--- config.mk ---
export PLATFORM = sky130hd
export DESIGN_NAME = aircon_command_frame_builder_top
export DESIGN_NICKNAME = d
export VERILOG_FILES = /design/src/hw/rtl/acfb_pkg.sv /design/src/hw/rtl/acfb_ram.sv /design/src/hw/rtl/aircon_command_frame_builder_top.sv
export SDC_FILE = /design/constraint.sdc
export NUM_CORES = 1
export LEC_CHECK = 0
export BUFFER_PORTS_ARGS = -buffer_cell sky130_fd_sc_hd__buf_2
export CORE_UTILIZATION = 45
export DETAILED_ROUTE_END_ITERATION = 16
export GPL_ROUTABILITY_DRIVEN = 0
export PLACE_DENSITY = 0.66
export SKIP_CTS_REPAIR_TIMING = 1
export SYNTH_ARGS = -nofsm -noshare
export SYNTH_HDL_FRONTEND = slang
export SYNTH_SLANG_ARGS = --single-unit
--- constraint.sdc ---
create_clock -name clk -period 4.3 [get_ports clk]
set_clock_uncertainty 0.1 [all_clocks]
set_input_delay 0.645 -clock clk [delete_from_list [all_inputs] [get_ports clk]]
set_output_delay 0.645 -clock clk [all_outputs]
set_load 0.05 [all_outputs]
--- src/hw/rtl/acfb_pkg.sv ---
`timescale 1ns / 1ps
`default_nettype none

package acfb_pkg;

  localparam int STATUS_DEPTH_DEF = 14;
  localparam int DATA_BYTES       = 16;
  localparam int FRAME_BYTES      = DATA_BYTES + 6;

  localparam logic [7:0] WAKE_BYTE  = 8'h00;
  localparam logic [7:0] START_BYTE = 8'h16;
  localparam logic [7:0] CMD_BYTE   = 8'h02;
  localparam logic [7:0] LEN_BYTE   = 8'(DATA_BYTES);
  localparam logic [7:0] END_BYTE   = 8'h08;
  localparam logic [7:0] SUM_INIT   = 8'(START_BYTE + CMD_BYTE + LEN_BYTE);
  localparam logic [7:0] TEMP_BIAS  = 8'h10;
  localparam logic [7:0] POWER_MARK = 8'h20;

  // size that gets the remapped status layout
  localparam logic [3:0] REMAP_SIZE = 4'd4;

  // frame positions
  localparam logic [4:0] POS_WAKE  = 5'd0;
  localparam logic [4:0] POS_START = 5'd1;
  localparam logic [4:0] POS_CMD   = 5'd2;
  localparam logic [4:0] POS_LEN   = 5'd3;
  localparam logic [4:0] POS_DATA  = 5'd4;
  localparam logic [4:0] POS_SUM   = 5'(FRAME_BYTES - 2);
  localparam logic [4:0] POS_END   = 5'(FRAME_BYTES - 1);

  localparam logic [1:0] MODE_LOAD = 2'd0;
  localparam logic [1:0] MODE_SET  = 2'd1;
  localparam logic [1:0] MODE_SEND = 2'd2;

  localparam logic [1:0] RES_SENT    = 2'd0;
  localparam logic [1:0] RES_NONE    = 2'd1;
  localparam logic [1:0] RES_BADSIZE = 2'd2;

  typedef struct packed {
    logic [1:0]  mode;
    logic [3:0]  status_index;
    logic [7:0]  status_value;
    logic [15:0] op_code;
    logic [3:0]  status_count;
  } cmd_t;

  typedef struct packed {
    logic       has_byte;
    logic [7:0] tx_byte;
    logic [1:0] send_result;
    logic       last;
  } txd_t;

  // status slot feeding the data byte at a frame position
  function automatic logic [3:0] status_slot(input logic [4:0] pos, input logic remap);
    logic [3:0] j;
    logic [3:0] slot;
    j = 4'(pos - POS_DATA);
    if (remap) begin
      slot = (j == 4'd12) ? 4'd0 : 4'(j - 4'd1);
    end else begin
      slot = 4'(j - 4'd2);
    end
    return slot;
  endfunction

endpackage

`default_nettype wire

--- src/hw/rtl/acfb_ram.sv ---
`timescale 1ns / 1ps
`default_nettype none

module acfb_ram #(
  parameter int WIDTH = 8,
  parameter int DEPTH = 14,
  localparam int AW = (DEPTH > 1) ? $clog2(DEPTH) : 1
) (
  input  wire logic             clk,
  input  wire logic             we,
  input  wire logic [AW-1:0]    waddr,
  input  wire logic [WIDTH-1:0] wdata,
  input  wire logic [AW-1:0]    raddr,
  output logic      [WIDTH-1:0] rdata
);

  logic [WIDTH-1:0] mem [DEPTH];

  always_ff @(posedge clk) begin
    if (we) begin
      mem[waddr] <= wdata;
    end
    rdata <= mem[raddr];
  end

endmodule

`default_nettype wire

--- src/hw/rtl/aircon_command_frame_builder_top.sv ---
// Load and set requests are applied when accepted; stall is high while a send
// is running. A valid send emits 22 bytes, one per cycle when the sink does not
// stall; the request sets the send state, which registers the first byte, and the
// input stalls through the end byte. The status RAM is read one frame position ahead.
// Invalid sends give one result the cycle after the request. Synchronous reset
// clears pending code/size and the per-entry valid bits (store reads as zero).
`timescale 1ns / 1ps
`default_nettype none

module aircon_command_frame_builder_top
  import acfb_pkg::*;
#(
  parameter int STATUS_DEPTH = STATUS_DEPTH_DEF
) (
  input  wire logic clk,
  input  wire logic rst,
  input  wire logic cmd_valid,
  output logic      cmd_stall,
  input  wire cmd_t cmd,
  output logic      txd_valid,
  input  wire logic txd_stall,
  output txd_t      txd
);

  localparam int AW = (STATUS_DEPTH > 1) ? $clog2(STATUS_DEPTH) : 1;
  localparam logic [3:0] SIZE_MAX = 4'(STATUS_DEPTH);

  typedef enum logic {ST_IDLE, ST_SEND} state_t;

  state_t                  state;
  logic [4:0]              pos;
  logic [7:0]              sum;
  logic [15:0]             pend_code;
  logic [3:0]              pend_size;
  logic [STATUS_DEPTH-1:0] slot_valid;
  logic [AW-1:0]           rd_addr;
  logic [AW-1:0]           rd_addr_q;
  logic [7:0]              ram_rdata;
  logic [7:0]              mem_byte;
  logic [7:0]              data_byte;
  logic [7:0]              cur_byte;
  logic [3:0]              j;
  logic                    remap;
  logic                    out_free;
  logic                    emit;
  logic                    accept;
  logic                    load_we;
  logic                    out_load;
  logic [4:0]              rd_pos;

  assign out_free  = !txd_valid || !txd_stall;
  assign cmd_stall = (state != ST_IDLE) || !out_free;
  assign accept    = cmd_valid && !cmd_stall;
  assign emit      = (state == ST_SEND) && out_free;
  assign load_we   = accept && (cmd.mode == MODE_LOAD) && (cmd.status_index < SIZE_MAX);
  assign remap     = (pend_size == REMAP_SIZE);
  // a result is registered for a frame byte or a rejected send
  assign out_load  = emit || (accept && (cmd.mode == MODE_SEND) && (pend_size < REMAP_SIZE));

  // address the slot of the position shown next cycle
  assign rd_pos  = emit ? 5'(pos + 5'd1) : pos;
  assign rd_addr = AW'(status_slot(rd_pos, remap));

  acfb_ram #(
    .WIDTH(8),
    .DEPTH(STATUS_DEPTH)
  ) u_store (
    .clk  (clk),
    .we   (load_we),
    .waddr(AW'(cmd.status_index)),
    .wdata(cmd.status_value),
    .raddr(rd_addr),
    .rdata(ram_rdata)
  );

  always_ff @(posedge clk) begin
    rd_addr_q <= rd_addr;
  end

  assign mem_byte = ((rd_addr_q < AW'(STATUS_DEPTH - 1) || rd_addr_q == AW'(STATUS_DEPTH - 1))
                     && slot_valid[rd_addr_q]) ? ram_rdata : 8'h00;

  assign j = 4'(pos - POS_DATA);

  always_comb begin
    data_byte = 8'h00;
    if (j == 4'd0) begin
      data_byte = pend_code[7:0];
    end else if (j == 4'd1) begin
      data_byte = pend_code[15:8];
    end else if (remap) begin
      case (j)
        4'd2, 4'd4: data_byte = mem_byte;
        4'd3:       data_byte = 8'(mem_byte - TEMP_BIAS);
        4'd5:       data_byte = 8'h01;
        4'd12:      data_byte = POWER_MARK | mem_byte;
        default:    data_byte = 8'h00;
      endcase
    end else if (4'(j - 4'd2) < pend_size) begin
      data_byte = mem_byte;
    end
  end

  always_comb begin
    unique case (pos)
      POS_WAKE:  cur_byte = WAKE_BYTE;
      POS_START: cur_byte = START_BYTE;
      POS_CMD:   cur_byte = CMD_BYTE;
      POS_LEN:   cur_byte = LEN_BYTE;
      POS_SUM:   cur_byte = sum;
      POS_END:   cur_byte = END_BYTE;
      default:   cur_byte = data_byte;
    endcase
  end

  always_ff @(posedge clk) begin
    if (rst) begin
      state      <= ST_IDLE;
      txd_valid  <= 1'b0;
      pend_code  <= '0;
      pend_size  <= '0;
      pos        <= '0;
      slot_valid <= '0;
    end else begin
      if (out_load) begin
        txd_valid <= 1'b1;
      end else if (!txd_stall) begin
        txd_valid <= 1'b0;
      end
      unique case (state)
        ST_IDLE: begin
          if (accept) begin
            case (cmd.mode)
              MODE_LOAD: begin
                if (load_we) begin
                  slot_valid[AW'(cmd.status_index)] <= 1'b1;
                end
              end
              MODE_SET: begin
                pend_code <= cmd.op_code;
                pend_size <= (cmd.status_count > SIZE_MAX) ? SIZE_MAX : cmd.status_count;
              end
              MODE_SEND: begin
                if (pend_size == 4'd0) begin
                  txd <= '{has_byte: 1'b0, tx_byte: 8'h00,
                           send_result: RES_NONE, last: 1'b1};
                end else if (pend_size < REMAP_SIZE) begin
                  txd <= '{has_byte: 1'b0, tx_byte: 8'h00,
                           send_result: RES_BADSIZE, last: 1'b1};
                end else begin
                  state <= ST_SEND;
                  pos   <= POS_WAKE;
                  sum   <= SUM_INIT;
                end
              end
              default: ;
            endcase
          end
        end
        ST_SEND: begin
          if (out_free) begin
            txd <= '{has_byte: 1'b1, tx_byte: cur_byte,
                     send_result: RES_SENT, last: (pos == POS_END)};
            if (pos >= POS_DATA && pos < POS_SUM) begin
              sum <= 8'(sum + data_byte);
            end
            if (pos == POS_END) begin
              state     <= ST_IDLE;
              pend_size <= '0;
              pos       <= '0;
            end else begin
              pos <= 5'(pos + 5'd1);
            end
          end
        end
        default: state <= ST_IDLE;
      endcase
    end
  end

`ifndef SYNTHESIS
  a_pos_range: assert property (@(posedge clk) disable iff (rst)
    state == ST_SEND |-> pos <= POS_END)
    else $error("frame position out of range");

  a_no_accept_busy: assert property (@(posedge clk) disable iff (rst)
    cmd_valid && !cmd_stall |-> state == ST_IDLE && out_free)
    else $error("request taken while busy");

  a_last_is_end: assert property (@(posedge clk) disable iff (rst)
    txd_valid && txd.has_byte && txd.last |-> txd.tx_byte == END_BYTE)
    else $error("last frame byte is not the end byte");

  a_size_cleared: assert property (@(posedge clk) disable iff (rst)
    emit && pos == POS_END |=> pend_size == 4'd0 && state == ST_IDLE)
    else $error("pending size kept after send");

  a_send_size_ok: assert property (@(posedge clk) disable iff (rst)
    state == ST_SEND |-> pend_size >= REMAP_SIZE)
    else $error("frame running with invalid size");
`endif

endmodule

`default_nettype wire
# ---- Yosys cells after proc, flatten, opt, wreduce, memory -nomap -nowiden
# Memories as Yosys holds them, arrays and structs flattened. A register that Yosys moved wholly into a read port is not among the register bits.
# Cells that the tools add are included.
dict set report classes {
  n_div 0
  multipliers 0
  magnitude_cmp 10
  n_mux 51
  shifts 0
  bitwise 3
  reduce_logical 28
  eq_ne 26
  add_sub_neg 8
}
# op n
set ops {}
lappend ops {{$mux 8} 11}
lappend ops {{$mux 12} 5}
lappend ops {{$pmux 8 s6} 1}
lappend ops {{$mux 4} 8}
lappend ops {{$pmux 8 s4} 1}
lappend ops {{$mux 5} 6}
lappend ops {{$pmux 12 s2} 1}
lappend ops {{$pmux 8 s2} 1}
lappend ops {{$or 14x14->14} 1}
lappend ops {{$eq 4x3->1 const B} 3}
lappend ops {{$eq 4x4->1 const B} 3}
lappend ops {{$mux 1} 12}
lappend ops {{$eq 5x2->1 const B} 2}
lappend ops {{$eq 5x5->1 const B} 2}
lappend ops {{$lt 4x5->1 const B} 2}
lappend ops {{$ne 2x1->1 const B} 5}
lappend ops {{$pmux 5 s2} 1}
lappend ops {{$reduce_and 5->1} 2}
lappend ops {{$logic_and 1x1->1} 9}
lappend ops {{$add 8x8->8} 1}
lappend ops {{$eq 4x2->1 const B} 2}
lappend ops {{$logic_not 4->1} 2}
lappend ops {{$lt 4x4->1 const B} 2}
lappend ops {{$ne 2x2->1 const B} 4}
lappend ops {{other kinds (29)} 39}
dict set report totals {
  input_bits 38
  word_cells 139
  mem_count 1
  output_inout_bits 14
  latchBits 0
  romBits 0
  register_bits 65
  mem_bits_rw 112
}
# name depth word_bits read_ports rd_ports_with_merged_regs write_ports line
set mem_list {}
lappend mem_list {u_store.mem 14 8 1 1 1 acfb_ram.sv:17} ;# logic [WIDTH-1:0] mem [DEPTH];

# ---- Depth between registers and ports, before layout
dict set report depth {
  ltp_word 13
  mapped_depth 17
  mapped_depth_nobuf 17
}

# ---- Hierarchy
# From an unflattened synthesis, not the netlist that was laid out.
dict set report hier_totals {
  cells_unflattened 663
  area_unflattened_um2 8404.3
}
# module area_per_inst_um2 cells_per_inst instances
set modules_own_cells {}
lappend modules_own_cells {acfb_ram 4606.9 210 1}
lappend modules_own_cells {aircon_command_frame_builder_top 3797.4 453 1}

# ---- Least setup slack after synthesis
# OpenSTA, ideal clock, no wires.
dict set report synth_timing {
  kind {register -> register}
  start {reg pos[2]}
  end {reg sum[7] (data pin)}
  path_buffers 0
  t_arrival_ns 3.829
  synth_period_minus_slack_ns 4.184
  setup_time_ns 0.255
  path_stages_with_launch 17
  path_slack_ns 0.116
  cell_sequence {dfxtp_1 -> inv_1 -> ha_1 -> xnor2_1 -> ha_1 -> a2111oi_0 -> or3_1 -> nand3_1 -> o21ai_0 -> ha_1 -> a21o_1 -> a21oi_1 -> o21bai_1 -> a21oi_1 -> o21ai_0 -> xor3_1 -> and2_1}
}
dict set report synth_between {
  elab_chain_len 11
}
# element line
set synth_rtl {}
lappend synth_rtl {{from (decl)} aircon_command_frame_builder_top.sv:31} ;# logic [4:0] pos;
lappend synth_rtl {{from (signal assigned)} aircon_command_frame_builder_top.sv:172} ;# pos <= 5'(pos + 5'd1);
lappend synth_rtl {{$sub 4x3->4 (*)} aircon_command_frame_builder_top.sv:83} ;# assign j = 4'(pos - POS_DATA);
lappend synth_rtl {{$sub 4x2->4, or another cell as far along} aircon_command_frame_builder_top.sv:99} ;# end else if (4'(j - 4'd2) < pend_size) begin
lappend synth_rtl {{$lt 4x4->1 or $reduce_or 2->1 (tied branches)} {aircon_command_frame_builder_top.sv:99, aircon_command_frame_builder_top.sv:92}}
lappend synth_rtl {{$mux 8 or $pmux 8 s4 (tied branches)} {aircon_command_frame_builder_top.sv:99, aircon_command_frame_builder_top.sv:92}}
lappend synth_rtl {{$mux 8} aircon_command_frame_builder_top.sv:91} ;# end else if (remap) begin
lappend synth_rtl {{$mux 8} aircon_command_frame_builder_top.sv:89} ;# end else if (j == 4'd1) begin
lappend synth_rtl {{$mux 8 (*)} aircon_command_frame_builder_top.sv:87} ;# if (j == 4'd0) begin
lappend synth_rtl {{$add 8x8->8 (*)} aircon_command_frame_builder_top.sv:165} ;# sum <= 8'(sum + data_byte);
lappend synth_rtl {{$mux 8 (*)} aircon_command_frame_builder_top.sv:164} ;# if (pos >= POS_DATA && pos < POS_SUM) begin
lappend synth_rtl {{$mux 8 (*)} aircon_command_frame_builder_top.sv:161} ;# if (out_free) begin
lappend synth_rtl {{$pmux 8 s2 (*)} aircon_command_frame_builder_top.sv:130} ;# unique case (state)
lappend synth_rtl {{to (signal assigned)} aircon_command_frame_builder_top.sv:165}
lappend synth_rtl {{to (decl)} aircon_command_frame_builder_top.sv:32} ;# logic [7:0] sum;
# Mark *: on every way between the ends. The rest lies on a longest branch, timed or not. The select of a mux whose other input is x is not followed.
# A chain may end at the register's enable or synchronous reset.

# ---- Final worst setup path
dict set report layout_timing {
  start {reg pos[3]}
  end {reg sum[7] (data pin)}
}
# Same word-level chain as after synthesis.

==> impl_metrics.env <==
export IMPL_status="finished, final reports clean"
export IMPL_placed_cell_area_um2=9350
export IMPL_initial_core_util_pct=46.1
export IMPL_synthCells=809
export IMPL_die_area_um2=19900
export IMPL_viasPerCell=5.70
export IMPL_slew_headroom_pct=39.2
export IMPL_insertion_delay_ns=0.44
export IMPL_min_path_type="in2reg"
export IMPL_cts_root_buf="clkbuf_16"
export IMPL_netlist_area_leader_share_pct=45.6
export IMPL_hold_viol=0
export IMPL_yosysWarnings=0
export IMPL_area_growth_pct=14.5
export IMPL_coreArea_um2=18800
export IMPL_fin_crit_sh_pct=92.5
export IMPL_dr_pass1_iters=5
export IMPL_synthArstFlopShare_pct=0
export IMPL_cap_violations=0
export IMPL_worstMarginPinSlew_ns=0.905
export IMPL_final_cell_area_um2=9940
export IMPL_overflow=0
export IMPL_yosysSeqAreaShare_pct=57.9
export IMPL_clock_sink_count=185
export IMPL_die_height_um=141
export IMPL_rsz0062_at_grt="false"
export IMPL_multi_input_area_um2=3370
export IMPL_syn_area_per_cell_um2=10.7
export IMPL_synth_edf_count=132
export IMPL_cts_tree="yes"
export IMPL_p_leak_nw=3.49
export IMPL_ys_types=63
export IMPL_max_freq_mhz=252
export IMPL_yosysTopAreaCell="edfxtp_1"
export IMPL_finalCriticalPeriod_ns=3.98
export IMPL_clk_path_buf_depth=2
export IMPL_drive_above_1_share_pct=16.0
export IMPL_critPathRequiredTime_ns=4.40
export IMPL_cts_made_buffers=17
export IMPL_detail_route_antenna_nets=0
export IMPL_grt_pass1_wl_um=33800
export IMPL_power_density_nw_per_um2=378
export IMPL_register_area_um2=5020
export IMPL_start_kind="flop"
export IMPL_fin_setup_tns_ns=0
export IMPL_synth_most_common_cell="edfxtp_1"
export IMPL_antenna_found_initial=2
export IMPL_drcViolationCount=0
export IMPL_wire_per_inst_um=18.7
export IMPL_nNetsFinal=925
export IMPL_crit_arrival_ns=4.07
export IMPL_fp_dieW_um=141
export IMPL_num_rows=50
export IMPL_synth_top_cells_by_area="edfxtp_1 (46%), dfxtp_1 (12%), nand3_1 (6.7%)"
export IMPL_syn_area_um2=8680
export IMPL_drt_initial_drc_count=586
export IMPL_routed_wl_um=21300
export IMPL_crit_type="reg2reg"
export IMPL_worstPathMaxFanout=4
export IMPL_setup_ws_ns=0.324
export IMPL_grt_max_degree=58
export IMPL_io_pins=52
export IMPL_synth_fp_nets=873
export IMPL_fill_cells=1650
export IMPL_ir_drop_uv=283
export IMPL_end_kind="flop"
export IMPL_dpl_worst_slack_ns=0.0893
export IMPL_vias=6476
export IMPL_finalMaxSlewViolations=0
export IMPL_place_port_buffers=51
export IMPL_ys_dominant_reg_cell="edfxtp_1"
export IMPL_setup_viol=0
export IMPL_path_clk_slew_ns=0.07
export IMPL_synth_seq_cells=185
export IMPL_dp_hpwl_um=14000
export IMPL_grt_pass1_vias=6337
export IMPL_h_tree_depth=4
export IMPL_track_usage_pct=22.4
export IMPL_synth_common_cells="edfxtp_1 (132), nand3_1 (116), o21ai_0 (77)"
[path summary, 6_finish.rpt]
path / startpoint / end / slack, ns / depth (start not counted)
worst max-delay path: pos[3] / sum[7] / 0.32 / 15
worst min-delay path: cmd[11] / pend_code[7] / 0.35 / 3
worst max register to register: pos[3] / sum[7] / 0.32 / 15
worst min register to register: slot_valid[12] / slot_valid[12] / 0.37 / 2
[flip-flops by register name, summed over array words and instances (netlist names)]
signal and count:
pos 5, u_store.rdata 8, slot_valid 14, txd 12
u_store.mem 112, pend_code 16, state 1, pend_size 4
sum 8, txd_valid 1, rd_addr_q 4
[layout make-up]
class	instances	share of cell area, %
Sequential cell	185	50.5
Timing Repair Buffer	86	5.59
Multi-Input combinational cell	550	33.9
Clock inverter	15	1.60
Antenna cell	2	0.0503
Inverter	21	0.793
Clock buffer	17	4.28
Tap cell	260	3.27
[layer usage]
layer  GRT usage [%]  part of all wire, %
met1            28.6                   43
met2            37.8                   50
met3            3.91                  4.6
met4            9.32                  2.5
met5               0                    0
[cell families (layout without fill, tap and decap cells)]
family | count (synthesis) | count (layout) | share of synthesized area, %
multiplexers | 23 | 23 | 3.10
buffers and inverters | 74 | 139 | 3.57
other | 0 | 2 | 0
AO/OA/AOI/OAI | 190 | 190 | 13.5
adder cells (fa/ha/maj) | 26 | 26 | 3.83
AND/OR/NAND/NOR | 297 | 297 | 16.6
XOR/XNOR | 14 | 14 | 1.58
flip-flops | 185 | 185 | 57.9
[power by group]
part	internal (mW)	switching, mW	total, mW
Clock	0.822	0.725	1.55
Sequential	1.93	0.0190	1.95
Combinational	0.0850	0.178	0.263
[layout by cell type (no fill, tap or decap), types with 4 or more instances in the layout]
cell / n
a21o_1: 4
or3_1: 5
ha_1: 25
and2_1: 11
inv_8: 4
buf_4: 32
nor2b_1: 9
buf_2: 51
o21ai_0: 76
nand2b_1: 5
o211ai_1: 4
a22oi_1: 6
nor2_1: 73
mux2i_1: 19
nor3_1: 13
a21oi_1: 38
a31oi_1: 16
inv_1: 21
nand4_1: 4
xor2_1: 4
nand3_1: 116
nand2_1: 40
a211oi_1: 13
clkbuf_16: 17
dfxtp_1: 53
edfxtp_1: 132
or2_2: 5
xnor2_1: 9
[critical path: stages (launching register included)]
cell       delay, ns
dfxtp_1         0.38
inv_1           0.07
ha_1            0.30
xnor2_1         0.14
ha_1            0.21
a2111oi_2       0.33
or3_1           0.23
nand3_1         0.15
o21ai_0         0.34
ha_1            0.33
a21oi_1         0.22
o21bai_1        0.09
a21oi_1         0.20
o21ai_0         0.14
xor3_1          0.35
and2_1          0.16
[through the flow]
stage          power (mW)  util [%]  cells  hold slack (ns)
2_1_floorplan        2.14         -    809            0.318
3_3_place_gp         2.25      49.6   1102            0.348
3_5_place_dp         2.25      49.6   1102            0.359
4_1_cts              3.78      52.8   1134            0.333
5_1_grt              3.87      52.8   1136            0.373
6_report             3.76      52.8   1136            0.348
No activity file was read; power rests on OpenSTA's default activity.
